### config.mk
export PLATFORM = sky130hd
export DESIGN_NAME = chm_ctrl
export DESIGN_NICKNAME = d
export VERILOG_FILES = /design/src/rtl/chm_pkg.sv /design/src/rtl/chm_ctrl.sv
export SDC_FILE = /design/constraint.sdc
export NUM_CORES = 1
export LEC_CHECK = 0
export ABC_AREA = 1
export BUFFER_PORTS_ARGS = -buffer_cell sky130_fd_sc_hd__buf_2
export CORE_AREA = 2 2 39 41
export CTS_CLUSTER_SIZE = 12
export DETAILED_ROUTE_END_ITERATION = 7
export DIE_AREA = 0 0 41 43
export SLEW_MARGIN = 20
export SYNTH_ARGS = -nofsm -noshare
export SYNTH_HDL_FRONTEND = slang
export SYNTH_SLANG_ARGS = --single-unit
### constraint.sdc
create_clock -name clock -period 1.95 [get_ports clock]
set_input_delay 0.195 -clock clock [delete_from_list [all_inputs] [get_ports clock]]
set_output_delay 0.195 -clock clock [all_outputs]
set_load 0.01 [all_outputs]
### src/rtl/chm_pkg.sv
// ----------------------------------------------------------------------------
// chm_pkg
// Shared types and constants for the chained hash map engine.
// ----------------------------------------------------------------------------
package chm_pkg;

   localparam int BUCKETS     = 64;
   localparam int NODES       = 256;
   localparam int HASH_SHIFT  = 2;
   localparam int BUCKET_W    = $clog2(BUCKETS);
   localparam int NODE_W      = $clog2(NODES);
   localparam int PTR_W       = $clog2(NODES + 1);
   localparam int COUNT_W     = 9;
   localparam int KEY_W       = 32;
   localparam int VALUE_W     = 32;
   localparam logic [PTR_W-1:0] NULL_PTR = PTR_W'(NODES);

   typedef enum logic [1:0] {
      CMD_INSERT = 2'd0,
      CMD_GET    = 2'd1,
      CMD_REMOVE = 2'd2,
      CMD_NOP    = 2'd3
   } command_type;

   typedef struct packed {
      command_type          command;
      logic [KEY_W-1:0]     key;
      logic [VALUE_W-1:0]   value;
   } req_type;

   typedef struct packed {
      logic                 found;
      logic [VALUE_W-1:0]   old_value;
      logic                 pool_full;
      logic [COUNT_W-1:0]   entry_total;
   } rsp_type;

   typedef enum logic [3:0] {
      ST_IDLE,
      ST_HEAD,
      ST_READ,
      ST_CHECK,
      ST_ALLOC,
      ST_WRITE,
      ST_RESP
   } state_type;

   typedef struct packed {
      logic load_req;
      logic load_head;
      logic read_node;
      logic step;
      logic alloc_step;
      logic commit;
      logic rsp_load;
   } ctl_cmd_type;

   typedef struct packed {
      logic       end_of_chain;
      logic       match;
      logic       alloc_done;
      logic       alloc_hit;
      logic       is_insert;
      logic       is_nop;
      logic       found;
   } ctl_sts_type;

endpackage

### src/rtl/chm_ctrl.sv
// ----------------------------------------------------------------------------
// chm_ctrl
// Command sequencer: head lookup, chain walk, allocation, writeback, reply.
// ----------------------------------------------------------------------------
module chm_ctrl
   import chm_pkg::*;
(
   input  logic        clock,
   input  logic        reset,
   input  logic        req_valid,
   output logic        req_ready,
   output logic        rsp_valid,
   input  logic        rsp_ready,
   input  ctl_sts_type sts,
   output ctl_cmd_type cmd
);
   state_type state_ff, state_in;
   logic      rsp_valid_ff, rsp_valid_in;

   always_ff @(posedge clock) begin
      if (reset) begin
         state_ff     <= ST_IDLE;
         rsp_valid_ff <= 1'b0;
      end else begin
         state_ff     <= state_in;
         rsp_valid_ff <= rsp_valid_in;
      end
   end

   assign req_ready = (state_ff == ST_IDLE);
   assign rsp_valid = rsp_valid_ff;

   always_comb begin
      state_in     = state_ff;
      cmd          = '0;
      rsp_valid_in = rsp_valid_ff && !rsp_ready;
      unique case (state_ff)
         ST_IDLE: begin
            if (req_valid) begin
               cmd.load_req = 1'b1;
               state_in     = ST_HEAD;
            end
         end
         ST_HEAD: begin
            cmd.load_head = 1'b1;
            state_in      = ST_READ;
         end
         ST_READ: begin
            if (sts.is_nop || sts.end_of_chain) begin
               state_in = sts.is_insert ? ST_ALLOC : ST_WRITE;
            end else begin
               cmd.read_node = 1'b1;
               state_in      = ST_CHECK;
            end
         end
         ST_CHECK: begin
            if (sts.match) begin
               state_in = ST_WRITE;
            end else begin
               cmd.step = 1'b1;
               state_in = ST_READ;
            end
         end
         ST_ALLOC: begin
            cmd.alloc_step = 1'b1;
            if (sts.alloc_done || sts.alloc_hit) begin
               state_in = ST_WRITE;
            end
         end
         ST_WRITE: begin
            if (!rsp_valid_ff || rsp_ready) begin
               cmd.commit   = 1'b1;
               cmd.rsp_load = 1'b1;
               rsp_valid_in = 1'b1;
               state_in     = ST_IDLE;
            end
         end
         default: begin
            state_in = ST_IDLE;
         end
      endcase
   end

`ifndef SYNTHESIS
   a_ready_idle: assert property (@(posedge clock) disable iff (reset)
      req_ready |-> state_ff == ST_IDLE)
      else $error("ready outside idle");
   a_load_rsp: assert property (@(posedge clock) disable iff (reset)
      cmd.rsp_load |=> rsp_valid)
      else $error("response not presented");
   a_hold_rsp: assert property (@(posedge clock) disable iff (reset)
      rsp_valid && !rsp_ready |=> rsp_valid)
      else $error("response dropped");
`endif
endmodule

* Word level (Yosys, flattened, before mapping) *
Index checks and enable logic that the tools add are counted.

storage, ports and cells
  register bits after elaboration = 5
  latch bits = 0
  bits in writable memories = 0
  memory bits (read-only) = 0
  input port bits = 11
  output and inout bits = 9
  word-level logic and storage cells = 37
  memories kept = 0

operators by class
  $add $sub $neg = 0
  multiply operators = 0
  divide/modulo/power cells = 0
  $lt $le $gt $ge = 0
  equal/unequal tests = 8
  shift operators = 0
  mux-type cells = 19
  bitwise gates (word level) = 0
  reductions and logical operators = 8

operators with widths
  kind                  count
  $pmux W4 S6           1
  $mux W4               3
  $mux W1               11
  $eq A4 B2 Y1 const B  2
  $eq A4 B3 Y1 const B  2
  $mux W3               2
  $ne A2 B2 Y1 const B  3
  $eq A4 B1 Y1 const B  1
  $logic_not A4 Y1      1
  $mux W2               2
  $logic_or A1 B1 Y1    3
  $reduce_and A3 Y1     1
  $logic_not A1 Y1      2
  $logic_and A1 B1 Y1   1

* Longest topological paths before layout *
  depth in word-level cells = 4
  gate-level depth with buffers = 6
  gate-level depth less buffers = 6

* Least setup slack after synthesis *
Ideal clock, no wire load.

  kind = register to output
  from = reg state_ff[2]
  to = out cmd[1] (netlist bit)
  arrival time = 0.955 ns
  data required time = 1.755 ns
  path slack = 0.800 ns
  cell stages (with the launch flop) = 4
  cell sequence = dfxtp_1 -> nand3_1 -> nor2_1 -> buf_4

RTL lines
  what                      RTL line        RTL
  start: declaration        chm_ctrl.sv:17  state_type state_ff, state_in;
  start signal: assignment  chm_ctrl.sv:25  state_ff <= state_in;
  end: declaration          chm_ctrl.sv:15  output ctl_cmd_type cmd

==> impl_results.md <==
- Post-layout minimum cycle time: 1.35 ns
- Crit. End Element: output pin
- Clock Power Share: 29.9%
- Gr ovfl total: 0
- Worst path bufs/invs: 2
- DRT iter0 DRCs: 1
- Clock root cell: clkbuf_4
- Outcome: completed
- Htree depth: 1
- Tightest Pin Transition: 0.278 ns
- Initial DRT Pass Iterations: 2
- Pins Over Slew Limit: 0
- WS Path Type: reg2out
- CTS tree: built
- DR WL/cell: a little under 8 um
- Peak supply drop: 0.000265 V
- Critical path required time: 1.75 ns
- Fin cells: just over 80
- Static leakage: 0.232 nW
- P&R area growth vs syn: 42.4%
- Tot Pwr: 0.329 mW
- Syn Std Cell Area: 295 um2
- Worst path slowest cell: dfxtp_1
- Slew HR: 81.5%
- DIE HEIGHT: 43 um
- Flop pwr share: 32.7%
- I/O Buffers: 18
- Die area: 1760 um2
- Nets@finish: 80
- RSZ-0062 raised after global routing: no
- I/O Pins: 20
- Clock Sinks: 4
- CTS Buffer Depth: 2
- Vias: approximately 360
- Top post-synthesis cells by area: dfxtp_1 27%, nor2_1 11%, nand3_1 10%
- Worst-Skew Late Latency: 0.23 ns
- First-pass GRT wire length: roughly 1100 um
- Post-Synthesis Cells: 47
- Via/cell ratio: 4.29
- GPL Wtd Cong: around 0.69
- Fin Setup TNS: 0 ns
- Post-CTS Setup Bufs: 0
- Fillers: 160
- DPL Wire Length: ~570 um
- Avg Cell Area, Syn: 6.28 um2
- Antenna Nets Post-Route: 0
- Most frequent cells in the layout: 18 x buf_2, 9 x nor2_1, 7 x inv_1
- Sw Ratio: 35.8%
- Core Region: between 1000 and 1500 um2
- Most common cell after layout, fill and taps aside: buf_2
- Die Wd: 41 um
- Final period utilization: between 60% and 70%
- PwrDens: 782 nW/um2
- Switching Power: approximately 0.12 mW
- Int Power: 0.211 mW
- Crit Path Max Fanout: 7
- Clock-pin slew on the worst setup and hold paths: 0.04 ns
- DRC: 0
- Hold Crit Class: in2reg
- Register area share after synthesis: between 20% and 30%
- CTS buffer count: 3
- Cells along the critical path: nor2_2 > nand3_1 > inv_1 > buf_2
- Fmax: between 700 and 800 MHz
- All-Layer GR Usage: about a tenth
- Initial Util: 21.3%
- Yosys top cell area share: a little over a quarter
- WP data arrival: 1.16 ns
- Synth cell types: 17
- Max cap viols: 0
- Delay-heaviest family, CP: flip-flops
- Setup crit start kind: register
- Hold Fails Final Rpt: 0
- Final setup vio count: 0
- Post-synth top area cell: dfxtp_1
- Vias in the first global route: 312
- Post-Syn Nets: 58
- Ant. Diodes: 0
- Critical Path Max Stage Delay: 0.38 ns
- Post-Route WL: 660 um
- Row count: 14
- Fraction of layout cells with a size suffix above 1: about 43%
- # resized after CTS: 0
- Clock skew: around 0.0017 ns
- Pin count of the biggest net entering global routing: 8
- Yosys warns: 0
- # hold bufs at CTS: 0
- Power share of the combinational group: a little under two fifths
- Yosys reg bits: 4
- Initial antenna violation count: 0
- Placed insts: 80
cell usage after synthesis:
master	count
nand3_2	2
nor3_1	1
o21ai_0	1
o21ai_1	2
or2_2	1
inv_1	7
nand3_1	6
buf_4	1
nand4_1	1
nand2_1	4
inv_2	2
dfxtp_1	4
a21oi_1	3
nor2_1	9
nor4_2	1
nor2_2	1
a21oi_2	1
power by group through the flow:
stage          Combinational, mW  Clock, mW  Sequential, mW
2_1_floorplan             0.0847          0           0.107
3_3_place_gp               0.123          0           0.109
3_5_place_dp               0.125          0           0.109
4_1_cts                    0.125      0.105           0.108
5_1_grt                    0.141      0.108           0.109
6_report                   0.123     0.0985           0.108
metrics by stage:
stage	setup WS (ns)	util, %	area (um2)	hold slack (ns)
after global routing	0.492	30.4	420	0.193
final	0.599	30.4	420	0.178
after CTS	0.581	30.4	420	0.174
after global placement	0.847	28.8	398	0.411
after floorplan	0.800	-	295	0.257
after detailed placement	0.835	28.8	398	0.415
per-layer routing:
layer	wire (um)	global-route usage [%]
met4	10	12.0
met3	23	1.57
met5	0	0
met1	252	8.71
met2	373	14.4
kinds of logic (layout without fill, tap and decap cells):
family / after synthesis / after routing / share of synthesized area (%)
DFF: 4 / 4 / 27.1
and+or+nand+nor: 26 / 26 / 45.8
buffers and inverters: 10 / 30 / 14.0
AOI/OAI and AO/OA: 7 / 7 / 13.1
registers in the layout, summed over array words and instances (netlist names):
signal     count
state_ff       3
rsp_valid      1
layout make-up:
cell class              instances  area (um2)  share of cell area [%]
clock buffers                   3        22.5                    5.36
inverters                       9        33.8                    8.04
multi-input cells              33         174                    41.4
flip-flops and latches          4        80.1                    19.0
well taps                      16        20.0                    4.76
repair buffers                 18        90.1                    21.4
path summary, 6_finish.rpt:
path	from	to	slack, ns	cells after the start
worst max-delay path	state_ff[2]$_SDFFE_PP0P_	cmd[4]	0.60	4
worst min-delay path	reset	state_ff[0]$_SDFFE_PP0P_	0.18	2
worst max register to register	state_ff[2]$_SDFFE_PP0P_	state_ff[2]$_SDFFE_PP0P_	0.88	5
worst min register to register	rsp_valid$_SDFF_PP0_	rsp_valid$_SDFF_PP0_	0.50	2
No activity file was read; power rests on OpenSTA's default activity.
